$ cat config.mk
export PLATFORM = sky130hd
export DESIGN_NAME = deque_with_search
export DESIGN_NICKNAME = d
export VERILOG_FILES = /design/src/rtl/dws_pkg.sv /design/src/rtl/deque_with_search.sv
export VERILOG_INCLUDE_DIRS = /design/src /design/src/rtl
export SDC_FILE = /design/constraint.sdc
export NUM_CORES = 2
export LEC_CHECK = 0
export ABC_AREA = 1
export BUFFER_PORTS_ARGS = -buffer_cell sky130_fd_sc_hd__buf_2
export CORE_MARGIN = 2
export CORE_UTILIZATION = 50
export CTS_CLUSTER_DIAMETER = 50
export CTS_CLUSTER_SIZE = 12
export DETAILED_ROUTE_END_ITERATION = 10
export PLACE_DENSITY = 0.64
export SKIP_LAST_GASP = 1
export SLEW_MARGIN = 20
export SYNTH_ARGS = -nofsm -noshare
export SYNTH_HDL_FRONTEND = slang
export SYNTH_SLANG_ARGS = --single-unit
$ cat constraint.sdc
create_clock -name clk -period 4.9 [get_ports clk]
set_clock_uncertainty 0.2 [all_clocks]
set_input_delay 0.245 -clock clk [delete_from_list [all_inputs] [get_ports clk]]
set_output_delay 0.245 -clock clk [all_outputs]
set_load 0.005 [all_outputs]
$ cat src/rtl/deque_with_search_macros.svh
// Assertion macros shared by the deque RTL.
`ifndef DEQUE_WITH_SEARCH_MACROS_SVH
`define DEQUE_WITH_SEARCH_MACROS_SVH

// Check a condition at every clock edge out of reset.
`define DWS_ASSERT_ALWAYS(label, expr, msg) \
    label: assert property (@(posedge clk) disable iff (!rst_n) (expr)) \
        else $error(msg);

// Check that a condition implies another in the next cycle.
`define DWS_ASSERT_NEXT(label, ante, cons, msg) \
    label: assert property (@(posedge clk) disable iff (!rst_n) (ante) |=> (cons)) \
        else $error(msg);

// Check that a condition implies another in the same cycle.
`define DWS_ASSERT_SAME(label, ante, cons, msg) \
    label: assert property (@(posedge clk) disable iff (!rst_n) (ante) |-> (cons)) \
        else $error(msg);

`endif

$ cat src/rtl/dws_pkg.sv
package dws_pkg;

    localparam int DEPTH      = 64;
    localparam int DATA_WIDTH = 32;
    localparam int ADDR_W     = $clog2(DEPTH);
    localparam int CNT_W      = $clog2(DEPTH + 1);

    // Fixed port widths
    localparam int FUNC_W  = 3;
    localparam int VALUE_W = 32;
    localparam int POS_W   = 6;
    localparam int STAT_W  = 2;
    localparam int COUNT_W = 7;

    typedef logic [DATA_WIDTH-1:0] word_t;
    typedef logic [ADDR_W-1:0]     addr_t;
    typedef logic [CNT_W-1:0]      cnt_t;

    // Operation codes
    localparam logic [FUNC_W-1:0] F_PUSH_FRONT = 3'd0;
    localparam logic [FUNC_W-1:0] F_PUSH_BACK  = 3'd1;
    localparam logic [FUNC_W-1:0] F_POP_FRONT  = 3'd2;
    localparam logic [FUNC_W-1:0] F_POP_BACK   = 3'd3;
    localparam logic [FUNC_W-1:0] F_PEEK       = 3'd4;
    localparam logic [FUNC_W-1:0] F_FIND       = 3'd5;
    localparam logic [FUNC_W-1:0] F_REMOVE     = 3'd6;

    // Status codes
    localparam logic [STAT_W-1:0] ST_OK      = 2'd0;
    localparam logic [STAT_W-1:0] ST_EMPTY   = 2'd1;
    localparam logic [STAT_W-1:0] ST_FULL    = 2'd2;
    localparam logic [STAT_W-1:0] ST_MISSING = 2'd3;

endpackage

$ cat src/rtl/deque_with_search.sv
// Channel  | Dir | Handshake              | Payload
// ---------+-----+------------------------+----------------------------------------
// request  | in  | in_valid / in_stall    | func, value
// result   | out | out_valid / out_stall  | data_out, position, status, count
//
// One request is taken at a time; in_stall stays high until its result is
// in the output register. Push and operations refused as empty or full go
// from the start state straight to done; pop and peek pass a read state.
// Find scans from the front up to the index reached (a missing key walks the
// whole count); remove then shifts each later word one place toward the
// front. Scan and shift use the store's single read port, one word per cycle.
// Reset clears head pointer, count and all handshake state; the store
// itself is not cleared. A stalled result holds in the output register
// while the next request may already be accepted and worked on.
`include "deque_with_search_macros.svh"

module deque_with_search
(
    input  logic                          clk,
    input  logic                          rst_n,
    input  logic                          in_valid,
    output logic                          in_stall,
    input  logic [dws_pkg::FUNC_W-1:0]    func,
    input  logic [dws_pkg::VALUE_W-1:0]   value,
    output logic                          out_valid,
    input  logic                          out_stall,
    output logic [dws_pkg::VALUE_W-1:0]   data_out,
    output logic [dws_pkg::POS_W-1:0]     position,
    output logic [dws_pkg::STAT_W-1:0]    status,
    output logic [dws_pkg::COUNT_W-1:0]   count
);
    import dws_pkg::*;

    // Sequencer states
    localparam logic [2:0] S_IDLE  = 3'd0;
    localparam logic [2:0] S_START = 3'd1;
    localparam logic [2:0] S_READ  = 3'd2;
    localparam logic [2:0] S_SCAN  = 3'd3;
    localparam logic [2:0] S_SHIFT = 3'd4;
    localparam logic [2:0] S_DONE  = 3'd5;

    // Circular index: (h + k) mod DEPTH, with h + k below twice DEPTH.
    function automatic addr_t slot_of(input addr_t h, input cnt_t k);
        logic [CNT_W:0] s;
        s = (CNT_W+1)'(h) + (CNT_W+1)'(k);
        if (s >= (CNT_W+1)'(DEPTH))
            s = s - (CNT_W+1)'(DEPTH);
        return ADDR_W'(s);
    endfunction

    logic [2:0]          state_reg,      state_next;
    addr_t               head_reg,       head_next;
    cnt_t                occ_reg,        occ_next;
    addr_t               idx_reg,        idx_next;
    logic [FUNC_W-1:0]   func_reg,       func_next;
    word_t               key_reg,        key_next;
    word_t               res_data_reg,   res_data_next;
    addr_t               res_pos_reg,    res_pos_next;
    logic [STAT_W-1:0]   res_status_reg, res_status_next;

    logic                out_valid_reg,  out_valid_next;
    logic [VALUE_W-1:0]  out_data_reg,   out_data_next;
    logic [POS_W-1:0]    out_pos_reg,    out_pos_next;
    logic [STAT_W-1:0]   out_status_reg, out_status_next;
    logic [COUNT_W-1:0]  out_count_reg,  out_count_next;

    // Store: one write port, one registered read port
    word_t               mem [DEPTH];
    word_t               rdata_reg;
    logic                mem_we;
    addr_t               mem_waddr;
    word_t               mem_wdata;
    addr_t               mem_raddr;

    logic                in_accept;
    logic [63:0]         value_wide;
    logic [63:0]         res_data_wide;
    addr_t               head_dec;
    cnt_t                idx_p1;
    cnt_t                idx_p2;

    assign in_stall      = (state_reg != S_IDLE);
    assign in_accept     = in_valid && !in_stall;
    assign value_wide    = 64'(value);
    assign res_data_wide = 64'(res_data_reg);
    assign head_dec      = (head_reg == '0) ? ADDR_W'(DEPTH - 1) : head_reg - ADDR_W'(1);
    assign idx_p1        = CNT_W'(idx_reg) + CNT_W'(1);
    assign idx_p2        = CNT_W'(idx_reg) + CNT_W'(2);

    always_ff @(posedge clk)
    begin
        if (mem_we)
            mem[mem_waddr] <= mem_wdata;
        rdata_reg <= mem[mem_raddr];
    end

    always_comb
    begin
        state_next      = state_reg;
        head_next       = head_reg;
        occ_next        = occ_reg;
        idx_next        = idx_reg;
        func_next       = func_reg;
        key_next        = key_reg;
        res_data_next   = res_data_reg;
        res_pos_next    = res_pos_reg;
        res_status_next = res_status_reg;
        mem_we          = 1'b0;
        mem_waddr       = head_reg;
        mem_wdata       = rdata_reg;
        mem_raddr       = head_reg;

        // Drain the output register when the sink takes the beat
        out_valid_next  = out_valid_reg && out_stall;
        out_data_next   = out_data_reg;
        out_pos_next    = out_pos_reg;
        out_status_next = out_status_reg;
        out_count_next  = out_count_reg;

        case (state_reg)
            S_IDLE:
            begin
                if (in_accept)
                begin
                    func_next  = func;
                    key_next   = value_wide[DATA_WIDTH-1:0];
                    state_next = S_START;
                end
            end
            S_START:
            begin
                res_data_next   = '0;
                res_pos_next    = '0;
                res_status_next = ST_OK;
                state_next      = S_DONE;
                case (func_reg)
                    F_PUSH_FRONT:
                    begin
                        if (occ_reg == CNT_W'(DEPTH))
                            res_status_next = ST_FULL;
                        else
                        begin
                            mem_we    = 1'b1;
                            mem_waddr = head_dec;
                            mem_wdata = key_reg;
                            head_next = head_dec;
                            occ_next  = occ_reg + CNT_W'(1);
                        end
                    end
                    F_PUSH_BACK:
                    begin
                        if (occ_reg == CNT_W'(DEPTH))
                            res_status_next = ST_FULL;
                        else
                        begin
                            mem_we    = 1'b1;
                            mem_waddr = slot_of(head_reg, occ_reg);
                            mem_wdata = key_reg;
                            occ_next  = occ_reg + CNT_W'(1);
                        end
                    end
                    F_POP_FRONT:
                    begin
                        if (occ_reg == '0)
                            res_status_next = ST_EMPTY;
                        else
                        begin
                            mem_raddr  = head_reg;
                            head_next  = slot_of(head_reg, CNT_W'(1));
                            occ_next   = occ_reg - CNT_W'(1);
                            state_next = S_READ;
                        end
                    end
                    F_POP_BACK:
                    begin
                        if (occ_reg == '0)
                            res_status_next = ST_EMPTY;
                        else
                        begin
                            mem_raddr  = slot_of(head_reg, occ_reg - CNT_W'(1));
                            occ_next   = occ_reg - CNT_W'(1);
                            state_next = S_READ;
                        end
                    end
                    F_PEEK:
                    begin
                        if (occ_reg == '0)
                            res_status_next = ST_EMPTY;
                        else
                        begin
                            mem_raddr  = head_reg;
                            state_next = S_READ;
                        end
                    end
                    F_FIND, F_REMOVE:
                    begin
                        if (occ_reg == '0)
                            res_status_next = ST_EMPTY;
                        else
                        begin
                            mem_raddr  = head_reg;
                            idx_next   = '0;
                            state_next = S_SCAN;
                        end
                    end
                    default:
                    begin
                        state_next = S_DONE;
                    end
                endcase
            end
            S_READ:
            begin
                res_data_next = rdata_reg;
                state_next    = S_DONE;
            end
            S_SCAN:
            begin
                // Compare the word at idx, fetch the one after it ahead of time
                mem_raddr = slot_of(head_reg, idx_p1);
                if (rdata_reg == key_reg)
                begin
                    if (func_reg == F_FIND)
                    begin
                        res_pos_next = idx_reg;
                        state_next   = S_DONE;
                    end
                    else
                    begin
                        res_data_next = rdata_reg;
                        if (idx_p1 == occ_reg)
                        begin
                            occ_next   = occ_reg - CNT_W'(1);
                            state_next = S_DONE;
                        end
                        else
                            state_next = S_SHIFT;
                    end
                end
                else if (idx_p1 == occ_reg)
                begin
                    res_status_next = ST_MISSING;
                    state_next      = S_DONE;
                end
                else
                    idx_next = ADDR_W'(idx_p1);
            end
            S_SHIFT:
            begin
                // Move word idx+1 into idx, fetch idx+2
                mem_we    = 1'b1;
                mem_waddr = slot_of(head_reg, CNT_W'(idx_reg));
                mem_wdata = rdata_reg;
                mem_raddr = slot_of(head_reg, idx_p2);
                if (idx_p2 == occ_reg)
                begin
                    occ_next   = occ_reg - CNT_W'(1);
                    state_next = S_DONE;
                end
                else
                    idx_next = ADDR_W'(idx_p1);
            end
            S_DONE:
            begin
                if (!out_valid_reg || !out_stall)
                begin
                    out_valid_next  = 1'b1;
                    out_data_next   = res_data_wide[VALUE_W-1:0];
                    out_pos_next    = POS_W'(res_pos_reg);
                    out_status_next = res_status_reg;
                    out_count_next  = COUNT_W'(occ_reg);
                    state_next      = S_IDLE;
                end
            end
            default:
            begin
                state_next = S_IDLE;
            end
        endcase
    end

    always_ff @(posedge clk or negedge rst_n)
    begin
        if (!rst_n)
        begin
            state_reg     <= S_IDLE;
            head_reg      <= '0;
            occ_reg       <= '0;
            out_valid_reg <= 1'b0;
        end
        else
        begin
            state_reg     <= state_next;
            head_reg      <= head_next;
            occ_reg       <= occ_next;
            out_valid_reg <= out_valid_next;
        end
    end

    always_ff @(posedge clk)
    begin
        idx_reg        <= idx_next;
        func_reg       <= func_next;
        key_reg        <= key_next;
        res_data_reg   <= res_data_next;
        res_pos_reg    <= res_pos_next;
        res_status_reg <= res_status_next;
        out_data_reg   <= out_data_next;
        out_pos_reg    <= out_pos_next;
        out_status_reg <= out_status_next;
        out_count_reg  <= out_count_next;
    end

    assign out_valid = out_valid_reg;
    assign data_out  = out_data_reg;
    assign position  = out_pos_reg;
    assign status    = out_status_reg;
    assign count     = out_count_reg;

    `DWS_ASSERT_ALWAYS(a_occ_bound, occ_reg <= CNT_W'(DEPTH), "count beyond depth")
    `DWS_ASSERT_NEXT(a_accept_start, in_accept, state_reg == S_START, "accept did not start")
    `DWS_ASSERT_SAME(a_scan_idx, state_reg == S_SCAN || state_reg == S_SHIFT, CNT_W'(idx_reg) < occ_reg, "scan index past count")
    `DWS_ASSERT_SAME(a_write_state, mem_we, state_reg == S_START || state_reg == S_SHIFT, "store write outside start or shift")
    `DWS_ASSERT_NEXT(a_done_load, state_reg == S_DONE && state_next == S_IDLE, out_valid_reg, "result not loaded")

endmodule
Word level (Yosys, flattened, before mapping)
Memories as Yosys holds them, arrays and structs flattened. A register that Yosys moved wholly into a read port is not among the register bits. Cells that the tools add are included.

Flip-flop bits (word level): 145. Memory bits (writable): 2048. Bits of input ports: 39. Output and inout port bits: 49. Logic and storage cells: 162. Memories: 1.

Memories: mem (words 64, width 32, rd ports 1, clocked after memory_dff 1, write ports 1, line deque_with_search.sv:68) `word_t mem [DEPTH];`.

Add/subtract/negate cells: 17. Magnitude comparators: 6. Eq/ne operators: 32. Multiplexer cells: 63. Reduce and logical (&&, ||, !) cells: 29.

Operator list (number): 32-bit two-way mux (5); 6-bit two-way mux (19); 32-bit case mux with 3 select lines (1); 6-bit case mux with 2 select lines (4); 7-bit two-way mux (6); 6-bit by 1-bit subtractor with 6-bit output, second input constant (7); 6-bit case mux with 3 select lines (2); 6-bit by 7-bit adder with 8-bit output (4); 32-bit == test (1); 8-bit by 7-bit greater-or-equal comparator with 1-bit output, second input constant (4); 2-bit inequality test, second input constant (13); 3-bit two-way mux (7); 7-bit case mux with 3 select lines (1); 3-bit case mux with 6 select lines (1); 3-bit == test, second input constant (5); 6-bit by 1-bit adder with 7-bit output, second input constant (2); 7-bit == test (2); 7-bit greater-or-equal comparator, second input constant (2); 7-bit case mux with 2 select lines (1); 3-bit by 2-bit == test with 1-bit output, second input constant (4); 3-bit inequality test, second input constant (4); 3-bit AND reduction (4); 1-bit two-way mux (9); 3-bit nonzero test (3); 24 further kinds (36).

Longest topological paths before layout
Depth in word-level cells: 7. Gate-level depth with buffers: 22.

Least setup slack after synthesis
No wires, ideal clock.

Path kind: flip-flop to flip-flop. Start: reg occ_reg[1]. End: mem mem[0][0] in the netlist's numbering, data pin. Library setup time: 702 ps. Data arrival time: 4086 ps. Required time: 3998 ps. Slack: -88 ps. Cell stages (with the launch flop): 11. Path buffers: 2. Clock period less this slack: 4988 ps. Cell sequence: dfrtp_1 -> inv_1 -> ha_1 -> nand2_1 -> inv_1 -> nand2_1 -> inv_1 -> nor3_1 -> clkbuf_1 -> clkbuf_1 -> o21ai_0.

Word-level cells in the longest chain between the ends: 4.

Ends and longest elaborated chain: start: declaration (line deque_with_search.sv:53) `cnt_t occ_reg, occ_next;`; start signal: assignment (line deque_with_search.sv:295) `occ_reg <= occ_next;`; 7-bit == test (line deque_with_search.sv:139, deque_with_search.sv:152); 32-bit two-way mux (line deque_with_search.sv:139, deque_with_search.sv:152); 32-bit two-way mux; 32-bit two-way mux (line deque_with_search.sv:120) `case (state_reg)`; named net mem_wdata[0] (line deque_with_search.sv:72) `word_t mem_wdata;`; end: declaration (line deque_with_search.sv:68).

The timed path passes the listed nets, and every way through them passes these cells.

Worst setup path in the final report
Start: reg idx_reg[1]. End: reg rdata_reg[18] (read register of mem).

Word-level cells in the longest chain between the ends: 5.

Ends and longest elaborated chain: start: declaration (line deque_with_search.sv:54) `addr_t idx_reg, idx_next;`; start signal: assignment (line deque_with_search.sv:302) `idx_reg <= idx_next;`; 6-bit by 1-bit adder with 7-bit output (*) (line deque_with_search.sv:87) `assign idx_p1 = CNT_W'(idx_reg) + CNT_W'(1);`; named net idx_p1[1] (line deque_with_search.sv:79) `cnt_t idx_p1;`; 6-bit by 7-bit adder with 8-bit output (*) (line deque_with_search.sv:45) `s = (CNT_W+1)'(h) + (CNT_W+1)'(k);`; 8-bit by 7-bit greater-or-equal comparator with 1-bit output / 6-bit by 1-bit subtractor with 6-bit output (equally long branches) (line deque_with_search.sv:46, deque_with_search.sv:47); 6-bit two-way mux (*) (line deque_with_search.sv:46) `if (s >= (CNT_W+1)'(DEPTH))`; 6-bit case mux with 3 select lines (*) (line deque_with_search.sv:120); end: declaration (line deque_with_search.sv:69) `word_t rdata_reg;`.

The timed path passes the listed nets; every way through them passes the cells marked *. A chain may end at the register's enable or synchronous reset.

==> out/results.tsv <==
stage	metric	value	unit
synth	synthesis.nets	9016	
synth	async_flop_share	0.00764	
synth	synthTopCellsByCount	2176 x edfxtp_1, 2149 x nand3_1, 1528 x nand2_1, 1377 x inv_1, 644 x nand3b_1	
synth	synth_top_family_by_area	simple AND/OR/NAND/NOR gates	
die	initial_utilization	0.504	
clock_network	cts_sinks	2225	
global_routing	grt_pass1_vias	64800	
clock_network	path_clk_slew	0.06	ns
min_path	holdPathEnd	key_reg[25]	
min_path	worstHoldPathType	primary input to flop	
synth	synth_edf_count	2176	
timing	worst_slew_pin_slew	1.14	ns
synth	synthSimpleGateAreaFrac	0.226	
final_layout	largest_reg_flops	2048	
timing	hold_viol	0	
final_layout	multi_input_area	25000	um2
routing	first_pass_iters	8	
synth	synth_most_common_cell	edfxtp_1	
final_layout	drive_above_1_share	0.0867	
critical_path	endpoint_kind	flop	
synth	synth_compound_gate_area_share	0.00786	
clock_network	root_buffer	clkbuf_16	
timing	setup_ws	0.176	ns
timing	slew_headroom	0.240	
min_path	min_from	value[25]	
synth	synth_seq_cells	2225	
synth	ys.flop_type	edfxtp_1	
timing	fin_crit_sh	0.964	
place	place_ws	0.297	ns
global_routing	grt_overflow	0	
clock_network	clock_latency	0.86	ns
synth	synth_area_leaders	edfxtp_1 67%, nand3_1 11%, nand2_1 5.8%	
routing	wirelength	279000	um
min_path	min_path_cells	2	
routing	vias_per_cell	5.71	
routing	vias	67500	
synth	seq_area_frac_synth	0.676	
timing	fin_crit	4.72	ns
die	die_area	200000	um2
place	place.gp.congestion	0.948	
timing	setup_violations	0	
critical_path	critPathMaxFanout	42	
critical_path	critical_path_class	flop to flop	
global_routing	antenna_found_initial	4	
synth	synth_cell_types	43	
final_layout	regArea	66400	um2
timing	fmax	212	MHz
critical_path	start_kind	flop	
synth	muxShareOfSynthArea	0.000306	
clock_network	cts_tree	yes	
critical_path	crit_arrival	5.30	ns
clock_network	cts_max_path_buffers	3	
global_routing	grt_pass1_wl	419000	um
place	port_buffers	87	
timing	drv_slew	0	
die	fp-row-count	162	
die	ios	88	
global_routing	grt.total_usage	0.279	
job	maxCapViolations	0	
final_layout	top_register	mem	
status	status	completed	
synth	avgSynthCellArea	11.0	um2
die	core	195000	um2
final_layout	nNetsFinal	9145	
critical_path	reg2reg_to	rdata_reg[18]	
place	hpwl	161000	um
timing	rsz0062_at_grt	false	
clock_network	post_cts.repair.setup_buffers	0	
clock_network	cts_buffers	219	
critical_path	required	5.47	ns
die	dieWidth	447	um
synth	synthAdderAreaFrac	0.00438	
routing	routedWlPerCell	23.6	um
synth	syn_area	98200	um2
critical_path	timing.rr.start	idx_reg[1]	
synth	synth-xor-area-share	0.00606	
routing	drc	0	
synth	syn_inst	8945	
final_layout	n_fill_cell	16000	
global_routing	grt_max_degree	183	
clock_network	cts_htree_levels	4	
routing	drtAntennaViolNets	0	
synth	yosysTopAreaCell	edfxtp_1	
synth	synth.top_cell.area_share	0.665	
final_layout	syn_to_final_growth	13.5	%
critical_path	reg2reg_depth	18	
die	die_height	447	um
critical_path	reg2reg_slack	0.18	ns
synth	ys_warn_count	0	
routing	first_iter_violations	7958	
-- layout make-up --
class,count,area share
inverter,1392,0.0471
tap,2624,0.0294
multi-input combinational,4774,0.224
timing repair buffer,462,0.0454
clock inverter,56,0.00504
sequential,2225,0.596
clock buffer,296,0.0528
antenna,6,0.000135
-- per-layer routing --
layer,track usage,wire length (um),part of all wire
met5,0,0,0
met4,0.105,10700,0.038
met3,0.0423,24400,0.087
met2,0.440,130000,0.47
met1,0.393,114000,0.41
-- cells in the final DEF (no fill, tap or decap), types with 6 or more instances in the layout --
| cell | n |
|---|---|
| buf_12 | 128 |
| nand2_1 | 1527 |
| nor3_1 | 9 |
| ha_1 | 28 |
| nor2_1 | 103 |
| o211ai_1 | 8 |
| inv_6 | 9 |
| clkinv_2 | 12 |
| clkbuf_16 | 221 |
| inv_1 | 1375 |
| nand4_1 | 16 |
| dlygate4sd3_1 | 69 |
| dfxtp_1 | 32 |
| xnor2_1 | 35 |
| edfxtp_1 | 2176 |
| xor2_1 | 33 |
| nand3_1 | 2148 |
| nand3b_1 | 644 |
| clkbuf_1 | 68 |
| nor2_4 | 68 |
| a21oi_1 | 30 |
| diode_2 | 6 |
| clkbuf_8 | 7 |
| clkinv_1 | 18 |
| dfrtp_1 | 17 |
| o21ai_0 | 46 |
| buf_2 | 87 |
| inv_2 | 8 |
| buf_4 | 175 |
| o21ai_4 | 34 |
-- how the worst max path moves through the flow --
| stage | start | to | slack [ns] | cells past startpoint |
|---|---|---|---|---|
| 2_1_floorplan | occ_reg[1] | mem[0][0] | -0.09 | 10 |
| 3_3_place_gp | head_reg[0] | mem[15][23] | 0.21 | 15 |
| 3_5_place_dp | head_reg[0] | mem[28][11] | 0.30 | 15 |
| 4_1_cts | head_reg[0] | mem[28][6] | 0.24 | 15 |
| 5_1_grt | state_reg[0] | rdata_reg[18] | 0.02 | 19 |
| 6_report | idx_reg[1] | rdata_reg[18] | 0.18 | 18 |
-- worst max-delay path, cell delays in order (launching register included) --
cell and delay (ns):
edfxtp_1 0.53, ha_1 0.40, nand2_1 0.06, o21ai_0 0.11, inv_1 0.10, fa_1 0.50
o21ai_1 0.07, inv_1 0.13, nand2_1 0.10, o21ai_4 0.34, buf_12 0.27, buf_12 0.27
buf_12 0.25, nand3_1 0.10, nand3_1 0.09, nand3_1 0.12, nand3_1 0.27, nand3_1 0.41
nand2_1 0.17
-- through the flow --
stage / area, um2 / std cells / setup TNS (ns) / hold slack, ns / utilization
floorplan: 98200 / 8945 / -60.74 / -0.251 / -
global placement: 104000 / 11400 / 0 / 0.0734 / 0.534
detailed placement: 104000 / 11400 / 0 / 0.0507 / 0.535
CTS: 111000 / 11800 / 0 / 0.0247 / 0.571
global route: 111000 / 11800 / 0 / 0.0238 / 0.572
finish: 111000 / 11800 / 0 / 0.0602 / 0.572
-- kinds of logic (layout without fill, tap and decap cells) --
family,after synthesis,after routing
mux,3,3
fa+ha+maj,32,32
buf+inv,1946,2206
xor+xnor,68,68
simple gates,4532,4532
compound gates,139,139
flops,2225,2225
other cells,0,6
-- timing repair --
item / in CTS / in global routing
endpoints found under the hold margin: 91 / 17
setup endpoints to repair: 0 / 1
hold buffers: 69 / 1
gates resized for setup: 0 / 1
Power is left out: the tool's default activity adds up to more than one toggle a clock period on the data nets, which glitch-free logic cannot reach.
